### src/rtl/core/assert_macros.svh
// assertion macros used by the flow hash top level
`ifndef ASSERT_MACROS_SVH
`define ASSERT_MACROS_SVH

// same-cycle implication, clocked on clk, off during reset
`define FTH_ASSERT_NOW(lbl, ante, cons) \
    lbl: assert property (@(posedge clk) disable iff (!rst_n) (ante) |-> (cons)) \
        else $error("flow hash check failed");

// next-cycle implication, clocked on clk, off during reset
`define FTH_ASSERT_NEXT(lbl, ante, cons) \
    lbl: assert property (@(posedge clk) disable iff (!rst_n) (ante) |=> (cons)) \
        else $error("flow hash check failed");

`endif

### src/rtl/core/fth_pkg.sv
// package with types, codes and the toeplitz key for the flow tuple hash
package fth_pkg;

    localparam int KEY_BYTES       = 40;
    localparam int KEY_TABLE_BYTES = 64;
    localparam int MAX_TUPLE_BYTES = 36;
    localparam int TUPLE_BITS      = 8 * MAX_TUPLE_BYTES;
    localparam int CNT_W           = $clog2(MAX_TUPLE_BYTES + 1);
    localparam int KIDX_W          = $clog2(KEY_TABLE_BYTES) + 1;

    localparam logic [31:0] CRC_POLY    = 32'h82f63b78;
    localparam logic [31:0] CRC_INIT    = 32'hffffffff;
    localparam logic [31:0] CRC_XOROUT  = 32'hffffffff;

    localparam logic [CNT_W-1:0] LEN_V4_ADDR = CNT_W'(8);
    localparam logic [CNT_W-1:0] LEN_V6_ADDR = CNT_W'(32);
    localparam logic [CNT_W-1:0] LEN_PORTS   = CNT_W'(4);

    localparam logic [1:0] ALG_TOEPLITZ = 2'd0;
    localparam logic [1:0] ALG_XOR      = 2'd1;
    localparam logic [1:0] ALG_CRC32C   = 2'd2;
    localparam logic [1:0] ALG_RESET    = ALG_CRC32C;

    localparam logic MODE_FOUR_TUPLE = 1'b0;
    localparam logic MODE_ADDR_ONLY  = 1'b1;
    localparam logic MODE_RESET      = MODE_FOUR_TUPLE;

    localparam logic REG_HASH_ALG   = 1'b0;
    localparam logic REG_TUPLE_MODE = 1'b1;

    localparam logic [7:0] KEY_TABLE [KEY_TABLE_BYTES] = '{
        8'h6d, 8'h5a, 8'h56, 8'hda, 8'h25, 8'h5b, 8'h0e, 8'hc2, 8'h41, 8'h67,
        8'h25, 8'h3d, 8'h43, 8'ha3, 8'h8f, 8'hb0, 8'hd0, 8'hca, 8'h2b, 8'hcb,
        8'hae, 8'h7b, 8'h30, 8'hb4, 8'h77, 8'hcb, 8'h2d, 8'ha3, 8'h80, 8'h30,
        8'hf2, 8'h0c, 8'h6a, 8'h42, 8'hb7, 8'h3b, 8'hbe, 8'hac, 8'h01, 8'hfa,
        8'h00, 8'h00, 8'h00, 8'h00, 8'h00, 8'h00, 8'h00, 8'h00, 8'h00, 8'h00,
        8'h00, 8'h00, 8'h00, 8'h00, 8'h00, 8'h00, 8'h00, 8'h00, 8'h00, 8'h00,
        8'h00, 8'h00, 8'h00, 8'h00
    };

    typedef enum logic [1:0] {
        ST_IDLE,
        ST_RUN,
        ST_FINISH
    } fth_state_t;

    typedef struct packed {
        logic is_ipv6;
        logic [63:0] src_addr_hi;
        logic [63:0] src_addr_lo;
        logic [63:0] dst_addr_hi;
        logic [63:0] dst_addr_lo;
        logic [15:0] sport;
        logic [15:0] dport;
    } fth_tuple_t;

    typedef struct packed {
        logic load;
        logic step;
        logic publish;
    } fth_cmd_t;

    typedef struct packed {
        logic last_byte;
        logic out_busy;
    } fth_sts_t;

    function automatic logic [7:0] key_byte(input logic [KIDX_W-1:0] idx);
        logic [7:0] kb;
        kb = 8'h00;
        if (idx < KIDX_W'(KEY_BYTES))
            kb = KEY_TABLE[idx[KIDX_W-2:0]];
        return kb;
    endfunction

endpackage

### src/rtl/core/fth_ctrl.sv
// controller state machine for the flow tuple hash
module fth_ctrl
    import fth_pkg::*;
(
    input  logic     clk,
    input  logic     rst_n,
    input  logic     in_valid,
    output logic     in_ready,
    input  fth_sts_t sts,
    output fth_cmd_t cmd
);

    fth_state_t state_reg;
    fth_state_t state_next;

    always_ff @(posedge clk or negedge rst_n)
    begin
        if (!rst_n)
            state_reg <= ST_IDLE;
        else
            state_reg <= state_next;
    end

    always_comb
    begin
        state_next = state_reg;
        unique case (state_reg)
            ST_IDLE:
            begin
                if (in_valid)
                    state_next = ST_RUN;
            end
            ST_RUN:
            begin
                if (sts.last_byte)
                    state_next = ST_FINISH;
            end
            ST_FINISH:
            begin
                if (!sts.out_busy)
                    state_next = ST_IDLE;
            end
            default:
                state_next = ST_IDLE;
        endcase
    end

    always_comb
    begin
        in_ready    = 1'b0;
        cmd.load    = 1'b0;
        cmd.step    = 1'b0;
        cmd.publish = 1'b0;
        unique case (state_reg)
            ST_IDLE:
            begin
                in_ready = 1'b1;
                cmd.load = in_valid;
            end
            ST_RUN:
                cmd.step = 1'b1;
            ST_FINISH:
                cmd.publish = !sts.out_busy;
            default:
                in_ready = 1'b0;
        endcase
    end

endmodule

### src/rtl/core/fth_datapath.sv
// byte-serial datapath: tuple packer, toeplitz, xor and crc32c engines, output register
module fth_datapath
    import fth_pkg::*;
(
    input  logic        clk,
    input  logic        rst_n,
    input  logic        cfg_we,
    input  logic        cfg_index,
    input  logic [1:0]  cfg_wdata,
    input  fth_tuple_t  tuple,
    input  fth_cmd_t    cmd,
    output fth_sts_t    sts,
    output logic        out_valid,
    input  logic        out_ready,
    output logic [31:0] flow_hash
);

    logic [1:0]            hash_alg_reg;
    logic                  tuple_mode_reg;
    logic [TUPLE_BITS-1:0] buf_reg;
    logic [TUPLE_BITS-1:0] buf_next;
    logic [CNT_W-1:0]      idx_reg;
    logic [CNT_W-1:0]      idx_next;
    logic [CNT_W-1:0]      len_reg;
    logic [CNT_W-1:0]      len_next;
    logic [31:0]           win_reg;
    logic [31:0]           win_next;
    logic [31:0]           toep_reg;
    logic [31:0]           toep_next;
    logic [7:0]            xor_reg;
    logic [7:0]            xor_next;
    logic [31:0]           crc_reg;
    logic [31:0]           crc_next;
    logic [31:0]           hash_reg;
    logic [31:0]           hash_next;
    logic                  out_valid_reg;
    logic                  out_valid_next;
    logic [7:0]            cur_byte;
    logic [7:0]            kb;
    logic [39:0]           win_ext;
    logic [31:0]           toep_step;
    logic [31:0]           crc_step;

    always_ff @(posedge clk or negedge rst_n)
    begin
        if (!rst_n)
        begin
            hash_alg_reg   <= ALG_RESET;
            tuple_mode_reg <= MODE_RESET;
        end
        else if (cfg_we)
        begin
            unique case (cfg_index)
                REG_HASH_ALG:   hash_alg_reg   <= cfg_wdata;
                REG_TUPLE_MODE: tuple_mode_reg <= cfg_wdata[0];
                default:        hash_alg_reg   <= hash_alg_reg;
            endcase
        end
    end

    assign cur_byte = buf_reg[TUPLE_BITS-1 -: 8];
    assign kb       = key_byte(KIDX_W'(idx_reg) + KIDX_W'(4));
    assign win_ext  = {win_reg, kb};

    // toeplitz: msb first, window slides one key bit per data bit
    always_comb
    begin
        toep_step = toep_reg;
        for (int b = 0; b < 8; b++)
        begin
            if (cur_byte[7-b])
                toep_step = toep_step ^ win_ext[39-b -: 32];
        end
    end

    // reflected crc32c over one byte
    always_comb
    begin
        crc_step = crc_reg ^ {24'h000000, cur_byte};
        for (int b = 0; b < 8; b++)
        begin
            if (crc_step[0])
                crc_step = (crc_step >> 1) ^ CRC_POLY;
            else
                crc_step = crc_step >> 1;
        end
    end

    always_comb
    begin
        buf_next  = buf_reg;
        idx_next  = idx_reg;
        len_next  = len_reg;
        win_next  = win_reg;
        toep_next = toep_reg;
        xor_next  = xor_reg;
        crc_next  = crc_reg;
        if (cmd.load)
        begin
            if (tuple.is_ipv6)
                buf_next = {tuple.src_addr_hi, tuple.src_addr_lo, tuple.dst_addr_hi,
                            tuple.dst_addr_lo, tuple.sport, tuple.dport};
            else
                buf_next = {tuple.src_addr_lo[31:0], tuple.dst_addr_lo[31:0],
                            tuple.sport, tuple.dport, {(TUPLE_BITS-96){1'b0}}};
            len_next  = (tuple.is_ipv6 ? LEN_V6_ADDR : LEN_V4_ADDR)
                      + ((tuple_mode_reg == MODE_FOUR_TUPLE) ? LEN_PORTS : '0);
            idx_next  = '0;
            win_next  = {key_byte(KIDX_W'(0)), key_byte(KIDX_W'(1)),
                         key_byte(KIDX_W'(2)), key_byte(KIDX_W'(3))};
            toep_next = '0;
            xor_next  = '0;
            crc_next  = CRC_INIT;
        end
        else if (cmd.step)
        begin
            buf_next  = {buf_reg[TUPLE_BITS-9:0], 8'h00};
            idx_next  = idx_reg + CNT_W'(1);
            win_next  = win_ext[31:0];
            toep_next = toep_step;
            crc_next  = crc_step;
            if (idx_reg < {2'b00, len_reg[CNT_W-1:2]})
                xor_next = xor_reg ^ cur_byte;
        end
    end

    always_comb
    begin
        hash_next = hash_reg;
        if (cmd.publish)
        begin
            unique case (hash_alg_reg)
                ALG_TOEPLITZ: hash_next = toep_reg;
                ALG_XOR:      hash_next = {24'h000000, xor_reg};
                ALG_CRC32C:   hash_next = crc_reg ^ CRC_XOROUT;
                default:      hash_next = '0;
            endcase
        end
    end

    assign out_valid_next = cmd.publish ? 1'b1 : (out_ready ? 1'b0 : out_valid_reg);

    always_ff @(posedge clk)
    begin
        buf_reg  <= buf_next;
        idx_reg  <= idx_next;
        len_reg  <= len_next;
        win_reg  <= win_next;
        toep_reg <= toep_next;
        xor_reg  <= xor_next;
        crc_reg  <= crc_next;
        hash_reg <= hash_next;
    end

    always_ff @(posedge clk or negedge rst_n)
    begin
        if (!rst_n)
            out_valid_reg <= 1'b0;
        else
            out_valid_reg <= out_valid_next;
    end

    assign sts.last_byte = (idx_reg == len_reg - CNT_W'(1));
    assign sts.out_busy  = out_valid_reg && !out_ready;
    assign out_valid     = out_valid_reg;
    assign flow_hash     = hash_reg;

endmodule

### src/rtl/core/flow_tuple_hash_unit.sv
// top level of the flow tuple hash
//
//   channel   dir  handshake                      payload
//   s_axis    in   s_axis_tvalid/s_axis_tready    tdata: tuple fields, tuser: is_ipv6
//   m_axis    out  m_axis_tvalid/m_axis_tready    tdata: flow_hash
//   cfg       in   cfg_we                         cfg_index, cfg_wdata
//
// one tuple takes len byte steps: len = 8/12 (ipv4) or 32/36 (ipv6) bytes,
// as the hash engines take one byte per cycle, plus a load and a publish step
// rst_n clears the state machine, output valid and the config registers
// (algorithm crc32c, four-tuple mode)
// the next tuple is taken while a result waits in the output register;
// a stalled output holds the finished hash in the publish state
`include "assert_macros.svh"

module flow_tuple_hash_unit
    import fth_pkg::*;
(
    input  logic         clk,
    input  logic         rst_n,
    input  logic         s_axis_tvalid,
    output logic         s_axis_tready,
    // src_addr_hi, src_addr_lo, dst_addr_hi, dst_addr_lo, source port, destination port
    input  logic [287:0] s_axis_tdata,
    // is_ipv6
    input  logic [0:0]   s_axis_tuser,
    output logic         m_axis_tvalid,
    input  logic         m_axis_tready,
    // flow_hash
    output logic [31:0]  m_axis_tdata,
    input  logic         cfg_we,
    input  logic         cfg_index,
    input  logic [1:0]   cfg_wdata
);

    fth_tuple_t tuple;
    fth_cmd_t   cmd;
    fth_sts_t   sts;

    assign tuple.is_ipv6     = s_axis_tuser[0];
    assign tuple.src_addr_hi = s_axis_tdata[63:0];
    assign tuple.src_addr_lo = s_axis_tdata[127:64];
    assign tuple.dst_addr_hi = s_axis_tdata[191:128];
    assign tuple.dst_addr_lo = s_axis_tdata[255:192];
    assign tuple.sport       = s_axis_tdata[271:256];
    assign tuple.dport       = s_axis_tdata[287:272];

    fth_ctrl u_ctrl (
        .clk      (clk),
        .rst_n    (rst_n),
        .in_valid (s_axis_tvalid),
        .in_ready (s_axis_tready),
        .sts      (sts),
        .cmd      (cmd)
    );

    fth_datapath u_datapath (
        .clk       (clk),
        .rst_n     (rst_n),
        .cfg_we    (cfg_we),
        .cfg_index (cfg_index),
        .cfg_wdata (cfg_wdata),
        .tuple     (tuple),
        .cmd       (cmd),
        .sts       (sts),
        .out_valid (m_axis_tvalid),
        .out_ready (m_axis_tready),
        .flow_hash (m_axis_tdata)
    );

    `FTH_ASSERT_NEXT(a_busy_after_accept, s_axis_tvalid && s_axis_tready, !s_axis_tready)
    `FTH_ASSERT_NEXT(a_publish_sets_valid, cmd.publish, m_axis_tvalid)
    `FTH_ASSERT_NOW(a_publish_no_overwrite, cmd.publish, !(m_axis_tvalid && !m_axis_tready))
    `FTH_ASSERT_NOW(a_one_command, 1'b1, $onehot0({cmd.load, cmd.step, cmd.publish}))

endmodule
### config.mk
export PLATFORM = sky130hd
export DESIGN_NAME = flow_tuple_hash_unit
export DESIGN_NICKNAME = d
export VERILOG_FILES = /design/src/rtl/core/fth_pkg.sv /design/src/rtl/core/fth_ctrl.sv /design/src/rtl/core/fth_datapath.sv /design/src/rtl/core/flow_tuple_hash_unit.sv
export VERILOG_INCLUDE_DIRS = /design/src /design/src/rtl/core
export SDC_FILE = /design/constraint.sdc
export NUM_CORES = 1
export LEC_CHECK = 0
export BUFFER_PORTS_ARGS = -buffer_cell sky130_fd_sc_hd__buf_2
export CORE_ASPECT_RATIO = 1.75
export CORE_MARGIN = 4
export CORE_UTILIZATION = 40
export DETAILED_ROUTE_END_ITERATION = 16
export PLACE_DENSITY_LB_ADDON = 0.15
export SLEW_MARGIN = 40
export SYNTH_ARGS = -nofsm -noshare
export SYNTH_HDL_FRONTEND = slang
export SYNTH_SLANG_ARGS = --single-unit
### constraint.sdc
create_clock -name clk -period 22.6 [get_ports clk]
set_input_delay 0 -clock clk [delete_from_list [all_inputs] [get_ports clk]]
set_output_delay 0 -clock clk [all_outputs]
set_load 0.01 [all_outputs]
==> impl_metrics.csv, run 1 <==
group,metric,value,unit
logic_synthesis,synthTopCellsByCount,"669 x nand2_1, 323 x edfxtp_1, 250 x xnor2_1",
logic_synthesis,async_flop_share,0.0137,
worst_setup_path,cp_max_fo,128,
clock_network,cts_made_buffers,43,
clock_network,cts_setup_buffers,0,
drt,totalWireLength,77700,um
worst_setup_path,cpMostUsedCell,"buf_4",
worst_setup_path,start_kind,"flop",
placed_design,dp_worst_setup_slack,18500,ps
final_layout,area_delta_synth_final,27.7,%
hold_path,min_path_cells,3,
global_routing,grt_pass1_wl,119000,um
placed_design,port_buffers,330,
logic_synthesis,synth_compound_area_frac,0.0750,
logic_synthesis,synth.distinct_cells,66,
worst_setup_path,cp.required,22790,ps
timing,skew,31.8,ps
outcome,status,"completed",
drt,drc_errors,0,
die,die_w,193,um
logic_synthesis,synth.avg_cell_area,9.33,um2
drt,vias,20400,
clock_network,cts_sinks,439,
worst_setup_path,r2r_cells,7,
logic_synthesis,synthAdderAreaFrac,0.00728,
timing,drv_slew,0,
clock_network,root_buffer,"clkbuf_16",
timing,hold_viol,0,
power,powerDensity,201,nW/um2
worst_setup_path,crit_path_cell_trace,"nor2_1 > nand2_4 > inv_8 > nor2_2 > inv_12 > buf_4 > buf_4",
global_routing,antenna_found_initial,3,
logic_synthesis,synth_top_cell_area_share,0.403,
worst_setup_path,max_stage_delay,740,ps
final_layout,layout.nets,3387,
logic_synthesis,synth_edf_count,323,
drt,vias_per_cell,5.25,
logic_synthesis,ys_ff_latch,439,
final_layout,largest_reg_flops,288,
timing,setup_viol,0,
clock_network,clock_latency,580,ps
logic_synthesis,synth_simple_gate_area_frac,0.195,
worst_setup_path,crit_path_end_kind,"flop",
timing,worst_slew_pin_slew,856,ps
logic_synthesis,synth_largest_area_cell,"edfxtp_1",
logic_synthesis,synth_xor_area_frac,0.139,
power,p_leak,0.0129,uW
global_routing,grt_max_degree,158,
timing,setup_tns,0,ps
global_routing,grt_pass1_vias,20600,
power,vdd_drop_max,148,uV
clock_network,clk_pin_slew,70,ps
drt,avgRoutedWirePerCell,20.0,um
logic_synthesis,synth_seq_area_share,0.501,
timing,period_minus_slack,4010,ps
die,rows,118,
logic_synthesis,synth_cells,2577,
logic_synthesis,ys.flop_type,"edfxtp_1",
logic_synthesis,synth_top_family_by_area,"simple AND/OR/NAND/NOR gates",
drt,drt_pass1_iterations,5,
worst_setup_path,critPathSlowestCell,"buf_4",
die,die_y,332,um
global_routing,grt_usage,0.232,
hold_path,hold_path_class,"in2reg",
die,start_util,0.405,
timing,finalWorstSetupSlack,18590,ps
worst_setup_path,arrival,4200,ps
drt,drt-initial-drc-count,1305,
logic_synthesis,syn_area,24100,um2
final_layout,layout-drive-gt1-share,0.151,
logic_synthesis,synth_area_leaders,"edfxtp_1 40%, nand2_1 10%, dfxtp_1 9.2%",
logic_synthesis,synthMuxAreaShare,0.0459,
die,io_pins,331,
placed_design,place_congestion,0.913,
drt,route.antenna.remaining_nets,0,
timing,rsz0062_at_grt,"no",
worst_setup_path,critPathKind,"reg2reg",
timing,fin_crit_sh,0.177,
logic_synthesis,ys_warn_count,0,
logic_synthesis,synthesis.nets,2888,
die,die-area,64300,um2
timing,relSlewSlack,0.429,
clock_network,cts_tree,"yes",
global_routing,grt_overflow,0,
clock_network,h-tree-depth,2,
timing,max_clock_freq,249,MHz
die,coreArea,59400,um2
logic_synthesis,synth_most_common_cell,"nand2_1",
flow_run,maxCapViolations,0,
placed_design,hpwl,51800,um
clock_network,cts_buffer_depth,3,
[layout by cell type (no fill, tap or decap), drive strengths merged, types with 5 or more instances in the layout]
| cell | instances |
|---|---|
| inv | 20 |
| nor3 | 10 |
| nor2b | 8 |
| dlygate4sd3 | 305 |
| xor2 | 74 |
| nor2 | 191 |
| o211ai | 9 |
| o21ai | 80 |
| clkinv | 20 |
| and3 | 9 |
| nand2 | 669 |
| ha | 14 |
| a211o | 8 |
| nand3 | 223 |
| dfxtp | 110 |
| buf | 358 |
| bufinv | 6 |
| xnor2 | 266 |
| clkbuf | 52 |
| mux2i | 99 |
| edfxtp | 323 |
| nand2b | 8 |
| a21oi | 156 |
| a211oi | 33 |
| or2 | 5 |
| dfrtp | 5 |
[power breakdown]
part	internal, uW	switching [uW]
registers	1440	289
clock network	431	328
logic	1690	2000
total	3560	2620
[final cells by class]
class	instances	area, um2
Fill cell	5399	28600
Sequential cell	439	12100
Multi-Input combinational cell	1911	11100
Timing Repair Buffer	663	5000
Clock buffer	52	1140
Tap cell	780	976
Clock inverter	28	303
Inverter	18	87.6
Antenna cell	3	7.51
[per-layer routing]
metal | part of all wire | track usage | vias to the layer above
met5 | 0 | 0 | -
met4 | 0.050 | 0.107 | 0
met3 | 0.053 | 0.0317 | 173
met2 | 0.52 | 0.420 | 799
met1 | 0.38 | 0.272 | 9757
li1 | - | - | 9701
[through the flow]
| step | hold WS, ps | utilization | cells | cell area, um2 | total power, uW |
|---|---|---|---|---|---|
| CTS | 181 | 0.517 | 3891 | 30700 | 6220 |
| detailed placement | -153 | 0.441 | 3506 | 26200 | 5390 |
| floorplan | -296 | - | 2577 | 24100 | 4630 |
| finish | 154 | 0.517 | 3894 | 30700 | 6180 |
| global route | 167 | 0.517 | 3894 | 30700 | 6630 |
| global placement | -160 | 0.440 | 3504 | 26100 | 5310 |
[cells by family after synthesis]
| group | count (synthesis) |
|---|---|
| adder cells (fa/ha/maj) | 14 |
| XOR/XNOR | 344 |
| flip-flops | 439 |
| multiplexers | 106 |
| AO/OA/AOI/OAI | 312 |
| AND/OR/NAND/NOR | 1135 |
| buffers and inverters | 227 |
[path summary, 6_finish.rpt]
kind | startpoint | endpoint | slack [ps]
max in group asynchronous | rst_n | u_datapath.hash_alg_reg[1] | 21920
worst max-delay path | u_ctrl.state_reg[1] | u_datapath.buf_reg[122] | 18590
min in group asynchronous | rst_n | u_datapath.hash_alg_reg[0] | 380
worst min register to register | u_datapath.win_reg[31] | u_datapath.win_reg[31] | 480
worst max register to register | u_ctrl.state_reg[1] | u_datapath.buf_reg[122] | 18590
worst min-delay path | s_axis_tdata[55] | u_datapath.buf_reg[279] | 150
[what timing repair did]
item,in CTS,in global routing
resized for setup,0,0
endpoints found under the hold margin,304,0
endpoints found under the setup margin,0,0
hold buffers,305,0
[worst max-delay path, delay by kind of cell, from the launching register on]
kind | cells | cell delay, ps
buf+inv | 4 | 2320
flops | 1 | 420
simple gates | 3 | 650
Power figures use the tool's default switching activity.
==> run 2, diff against run 1 <==
ABC_AREA = 1   (was unset)
clock period = 3.84 ns   (was 22.6 ns; I/O delays follow)
==> impl_metrics.csv, run 2 <==
group,metric,value,unit
drt,drt-initial-drc-count,1725,
worst_setup_path,start_kind,"flop",
logic_synthesis,ys_ff_latch,439,
clock_network,clk_pin_slew,60,ps
drt,totalWireLength,82700,um
clock_network,cts_hold_buffers,352,
hold_path,hold_start,"s_axis_tdata[184]",
clock_network,cts_setup_buffers,0,
die,die-area,64400,um2
global_routing,grt_overflow,0,
placed_design,place_congestion,0.879,
timing,period_minus_slack,3010,ps
logic_synthesis,synthTopCellsByCount,"1015 x nand2_1, 323 x edfxtp_1, 265 x o21ai_0",
clock_network,clock_latency,590,ps
timing,setup_viol,0,
worst_setup_path,r2r-end,"u_datapath.toep_reg[1]",
drt,avgRoutedWirePerCell,19.3,um
logic_synthesis,synth_edf_count,323,
global_routing,grt_max_degree,254,
logic_synthesis,synth.avg_cell_area,8.34,um2
timing,skew,29.3,ps
final_layout,largest_reg_flops,288,
worst_setup_path,cp.required,4320,ps
final_layout,area_delta_synth_final,30.6,%
timing,holdWs,36.3,ps
hold_path,min_path_cells,3,
final_layout,layout.nets,3767,
drt,vias_per_cell,5.21,
logic_synthesis,synth_largest_area_cell,"edfxtp_1",
power,powerDensity,1110,nW/um2
clock_network,h-tree-depth,2,
worst_setup_path,cp_max_fo,11,
logic_synthesis,synth_cells,2891,
worst_setup_path,arrival,3490,ps
worst_setup_path,r2r_cells,18,
final_layout,final_cell_mix,"1014 x nand2_1, 352 x dlygate4sd3_1, 329 x buf_2",
timing,rsz0062_at_grt,"no",
logic_synthesis,synthesis.nets,3202,
power,p_leak,0.0137,uW
final_layout,final_common_cell,"nand2_1",
clock_network,root_buffer,"clkbuf_16",
placed_design,hpwl,55400,um
placed_design,port_buffers,330,
global_routing,grt_usage,0.247,
worst_setup_path,reg2reg_slack,830,ps
final_layout,fillers,5378,
worst_setup_path,critPathKind,"reg2reg",
logic_synthesis,synth_seq_area_share,0.500,
final_layout,layout-drive-gt1-share,0.136,
die,start_util,0.405,
timing,max_clock_freq,332,MHz
logic_synthesis,synth_most_common_cell,"nand2_1",
drt,vias,22300,
clock_network,cts_buffer_depth,3,
timing,hold_viol,0,
logic_synthesis,async_flop_share,0.0137,
logic_synthesis,syn_area,24100,um2
drt,drc_errors,0,
logic_synthesis,synth_top_cell_area_share,0.402,
timing,relSlewSlack,0.475,
drt,route.antenna.remaining_nets,0,
logic_synthesis,synth_area_leaders,"edfxtp_1 40%, nand2_1 16%, dfxtp_1 9.1%",
worst_setup_path,crit_path_end_kind,"flop",
global_routing,grt_pass1_wl,128000,um
outcome,status,"completed",
die,coreArea,59500,um2
logic_synthesis,ys_warn_count,0,
global_routing,grt_pass1_vias,22700,
hold_path,hold_path_class,"in2reg",
timing,drv_slew,0,
global_routing,antenna_found_initial,12,
hold_path,hold_end,"u_datapath.buf_reg[152]",
power,vdd_drop_max,717,uV
clock_network,ctsResizeCount,0,
die,io_pins,331,
logic_synthesis,synth.distinct_cells,49,
die,die_w,194,um
timing,worst_slew_pin_slew,788,ps
die,die_y,333,um
die,rows,118,
clock_network,cts_made_buffers,45,
timing,fin_crit_sh,0.784,
worst_setup_path,crit-reg2reg-launch,"u_datapath.idx_reg[2]",
drt,drt_pass1_iterations,6,
clock_network,cts_tree,"yes",
flow_run,maxCapViolations,0,
logic_synthesis,ys.flop_type,"edfxtp_1",
timing,setup_tns,0,ps
final_layout,regArea,12100,um2
clock_network,cts_sinks,439,
final_layout,multi_input_area,10600,um2
run 2: cell count changes in the layout (fill, tap and decap cells not counted), sizes merged, moves of 41 or more:
cell	change
inv	+156
o21ai	+186
a31oi	+96
a21oi	-135
xnor2	-114
mux2i	-99
nand2	+350
nand3	-135
nor2	-47
xor2	+67
dlygate4sd3	+47
o22ai	+41
run 2: kinds of logic after synthesis:
family,synth area share
AO/OA/AOI/OAI,0.110
XOR/XNOR,0.110
adder cells (fa/ha/maj),0.00727
buffers and inverters,0.0591
flip-flops,0.500
multiplexers,0.000467
AND/OR/NAND/NOR,0.214
run 2: cell type report:
cell class                 instances  share of cell area
antenna                           12            0.000954
clock buffer                      52              0.0366
clock inverter                    27              0.0126
inverter                         177              0.0215
multi-input combinational       2080               0.338
sequential                       439               0.383
tap                              780              0.0310
timing repair buffer             713               0.176
run 2: metal layers:
layer | global-route usage | up-vias | routed length (um)
li1 | - | 10600 | -
met1 | 0.282 | 10500 | 31100
met2 | 0.441 | 874 | 41800
met3 | 0.0445 | 231 | 4850
met4 | 0.129 | 2 | 4910
met5 | 0 | - | 8
run 2: metrics by stage:
stage	setup slack [ps]	utilization	area, um2	cells	power [uW]
3_5_place_dp	840	0.443	26300	3836	29300
2_1_floorplan	808	-	24100	2891	24600
3_3_place_gp	947	0.442	26300	3835	28800
4_1_cts	825	0.528	31400	4267	35000
6_report	828	0.529	31500	4280	34900
5_1_grt	454	0.529	31500	4277	37800
run 2: power breakdown:
| part | internal (uW) | switching, uW |
|---|---|---|
| clock | 2770 | 2000 |
| combinational | 8210 | 12000 |
| sequential | 8410 | 1520 |
| total | 19400 | 15500 |
run 2: worst max path at each step:
stage / depth (start not counted) / start / slack, ps / to
2_1_floorplan: 7 / u_ctrl.state_reg[0] / 810 / u_datapath.buf_reg[0]
3_3_place_gp: 18 / u_datapath.idx_reg[2] / 950 / u_datapath.toep_reg[1]
3_5_place_dp: 18 / u_datapath.idx_reg[2] / 840 / u_datapath.toep_reg[1]
4_1_cts: 18 / u_datapath.idx_reg[2] / 820 / u_datapath.toep_reg[1]
5_1_grt: 18 / u_datapath.idx_reg[2] / 450 / u_datapath.toep_reg[1]
6_report: 18 / u_datapath.idx_reg[2] / 830 / u_datapath.toep_reg[1]
run 2: worst max-delay path, cell delays in order, from the launching register on:
cell     delay (ps)
dfxtp_1         490
ha_1            260
inv_1            70
nand2_1          50
nand2_1         250
inv_2           240
nand2_1         110
nand2_1         120
nand2_1         140
nor2_1          340
inv_1           120
nor2_1          200
inv_1            80
nand3_1          80
nand2_1          50
nand2_1          70
nand3_1          70
nand3_1          90
nand2_1          50
==> run 3, diff against run 2 <==
clock period = 2.5 ns   (was 3.84 ns; I/O delays follow)
==> impl_metrics.csv, run 3 (synthesis gave the netlist of run 2 again) <==
group,metric,value,unit
global_routing,antenna_found_initial,4,
global_routing,grt-busiest-layer,"met2",
worst_setup_path,arrival,2880,ps
die,start_util,0.405,
worst_setup_path,critPathSlowestCell,"dlygate4sd3_1",
clock_network,cts_buffer_depth,3,
global_routing,grtUsageMet3,0.0286,
clock_network,cts_made_buffers,44,
worst_setup_path,reg2reg_slack,80,ps
clock_network,cts_tree,"yes",
die,die_y,333,um
final_layout,final_cell_mix,"1007 x nand2_1, 329 x buf_2, 323 x edfxtp_1",
power,powerDensity,1720,nW/um2
timing,finalWorstSetupSlack,75.1,ps
flow_run,maxCapViolations,0,
worst_setup_path,critPathKind,"reg2reg",
timing,setup_tns,0,ps
timing,fin_crit_sh,0.970,
die,die_w,194,um
placed_design,place_area,26800,um2
final_layout,layout.nets,3791,
drt,drt_pass1_iterations,5,
worst_setup_path,crit_path_cell_trace,"nor2_2 > nand2_4 > inv_6 > buf_16 > nor2_1 > a31oi_1 > dlygate4sd3_1",
timing,period_minus_slack,2420,ps
die,rows,118,
drt,vias,22300,
final_layout,fin_area,31600,um2
worst_setup_path,r2r-end,"u_datapath.buf_reg[231]",
worst_setup_path,crit_path_end_kind,"flop",
clock_network,h-tree-depth,2,
worst_setup_path,max_stage_delay,590,ps
timing,skew,47.8,ps
hold_path,hold_start,"s_axis_tdata[186]",
die,die-area,64400,um2
placed_design,hpwl,57700,um
drt,avgRoutedWirePerCell,19.2,um
clock_network,clock_latency,590,ps
global_routing,grt_usage,0.247,
timing,worst_slew_pin_slew,767,ps
hold_path,hold_end,"u_datapath.buf_reg[154]",
final_layout,area_delta_synth_final,31.0,%
drt,drc_errors,0,
die,io_pins,331,
clock_network,root_buffer,"clkbuf_16",
worst_setup_path,crit-reg2reg-launch,"u_ctrl.state_reg[0]",
die,coreArea,59500,um2
timing,max_clock_freq,412,MHz
worst_setup_path,worst-path-buf-inv,3,
global_routing,grt_pass1_vias,22700,
final_layout,utilization,0.531,
final_layout,final_common_cell,"nand2_1",
drt,route.antenna.remaining_nets,0,
drt,totalWireLength,82600,um
placed_design,place_congestion,0.900,
global_routing,grt_overflow,0,
drt,drt-initial-drc-count,1367,
global_routing,grt_max_degree,96,
power,p_leak,0.0138,uW
timing,rsz0062_at_grt,"yes",
worst_setup_path,r2r_cells,7,
clock_network,clk_pin_slew,70,ps
global_routing,met1_usage,0.282,
timing,setup_viol,0,
final_layout,largest_reg_flops,288,
timing,hold_viol,0,
global_routing,gr-usage-met2,0.459,
drt,vias_per_cell,5.18,
worst_setup_path,start_kind,"flop",
timing,relSlewSlack,0.487,
hold_path,min_path_cells,3,
global_routing,grt_pass1_wl,127000,um
power,vdd_drop_max,1850,uV
outcome,status,"completed",
worst_setup_path,crit_family,"buffers and inverters",
timing,drv_slew,0,
placed_design,port_buffers,330,
worst_setup_path,cp_max_fo,91,
placed_design,dp_worst_setup_slack,56.2,ps
clock_network,cts_sinks,439,
hold_path,hold_path_class,"in2reg",
worst_setup_path,cp.required,2950,ps
final_layout,layout-drive-gt1-share,0.156,
run 3: what timing repair did:
action                     CTS  global route
setup buffers                0             5
setup endpoints to repair    0            39
hold buffers               320             0
hold endpoints to repair   313             0
resized for setup            0            35
run 3: layout make-up:
type | count | area [um2]
fillers | 5474 | 27900
multi-input cells | 2080 | 10700
clock inverters | 17 | 164
well taps | 780 | 976
diodes | 3 | 7.51
inverters | 177 | 681
clock buffers | 63 | 1220
repair inverters | 1 | 5.00
repair buffers | 737 | 5730
flip-flops and latches | 439 | 12100
run 3: layer usage:
layer | part of all wire | routed length [um] | vias to the layer above
met2 | 0.52 | 42900 | 879
met3 | 0.051 | 4220 | 216
li1 | - | - | 10700
met4 | 0.051 | 4220 | 2
met5 | 0.00015 | 12 | -
met1 | 0.38 | 31200 | 10500
run 3: where the power goes:
part | leakage [uW] | switching (uW) | internal (uW)
Clock | 0.000676 | 2940 | 3640
Combinational | 0.00881 | 19100 | 13600
Sequential | 0.00432 | 2250 | 12900
Total | 0.0138 | 24300 | 30100
run 3: worst max-delay path by stage:
| stage | from | endpoint | cells after the start |
|---|---|---|---|
| 3_5_place_dp | u_datapath.idx_reg[1] | u_datapath.toep_reg[0] | 16 |
| 3_3_place_gp | u_datapath.idx_reg[2] | u_datapath.toep_reg[2] | 15 |
| 4_1_cts | u_ctrl.state_reg[0] | u_datapath.buf_reg[219] | 6 |
| 6_report | u_ctrl.state_reg[0] | u_datapath.buf_reg[231] | 7 |
| 5_1_grt | u_datapath.idx_reg[1] | u_datapath.toep_reg[1] | 19 |
| 2_1_floorplan | u_ctrl.state_reg[0] | u_datapath.buf_reg[0] | 7 |
run 3: stage by stage:
step	total power [uW]	hold slack (ps)	cells
3_5_place_dp	46300	-165	3888
5_1_grt	58900	46.9	4297
3_3_place_gp	45700	-170	3888
2_1_floorplan	37700	-296	2891
4_1_cts	53800	35.2	4288
6_report	54400	54.5	4297
run 3: worst min-delay path: stages:
cell     delay [ps]
buf_2           100
nand2_1          50
o21ai_0         210
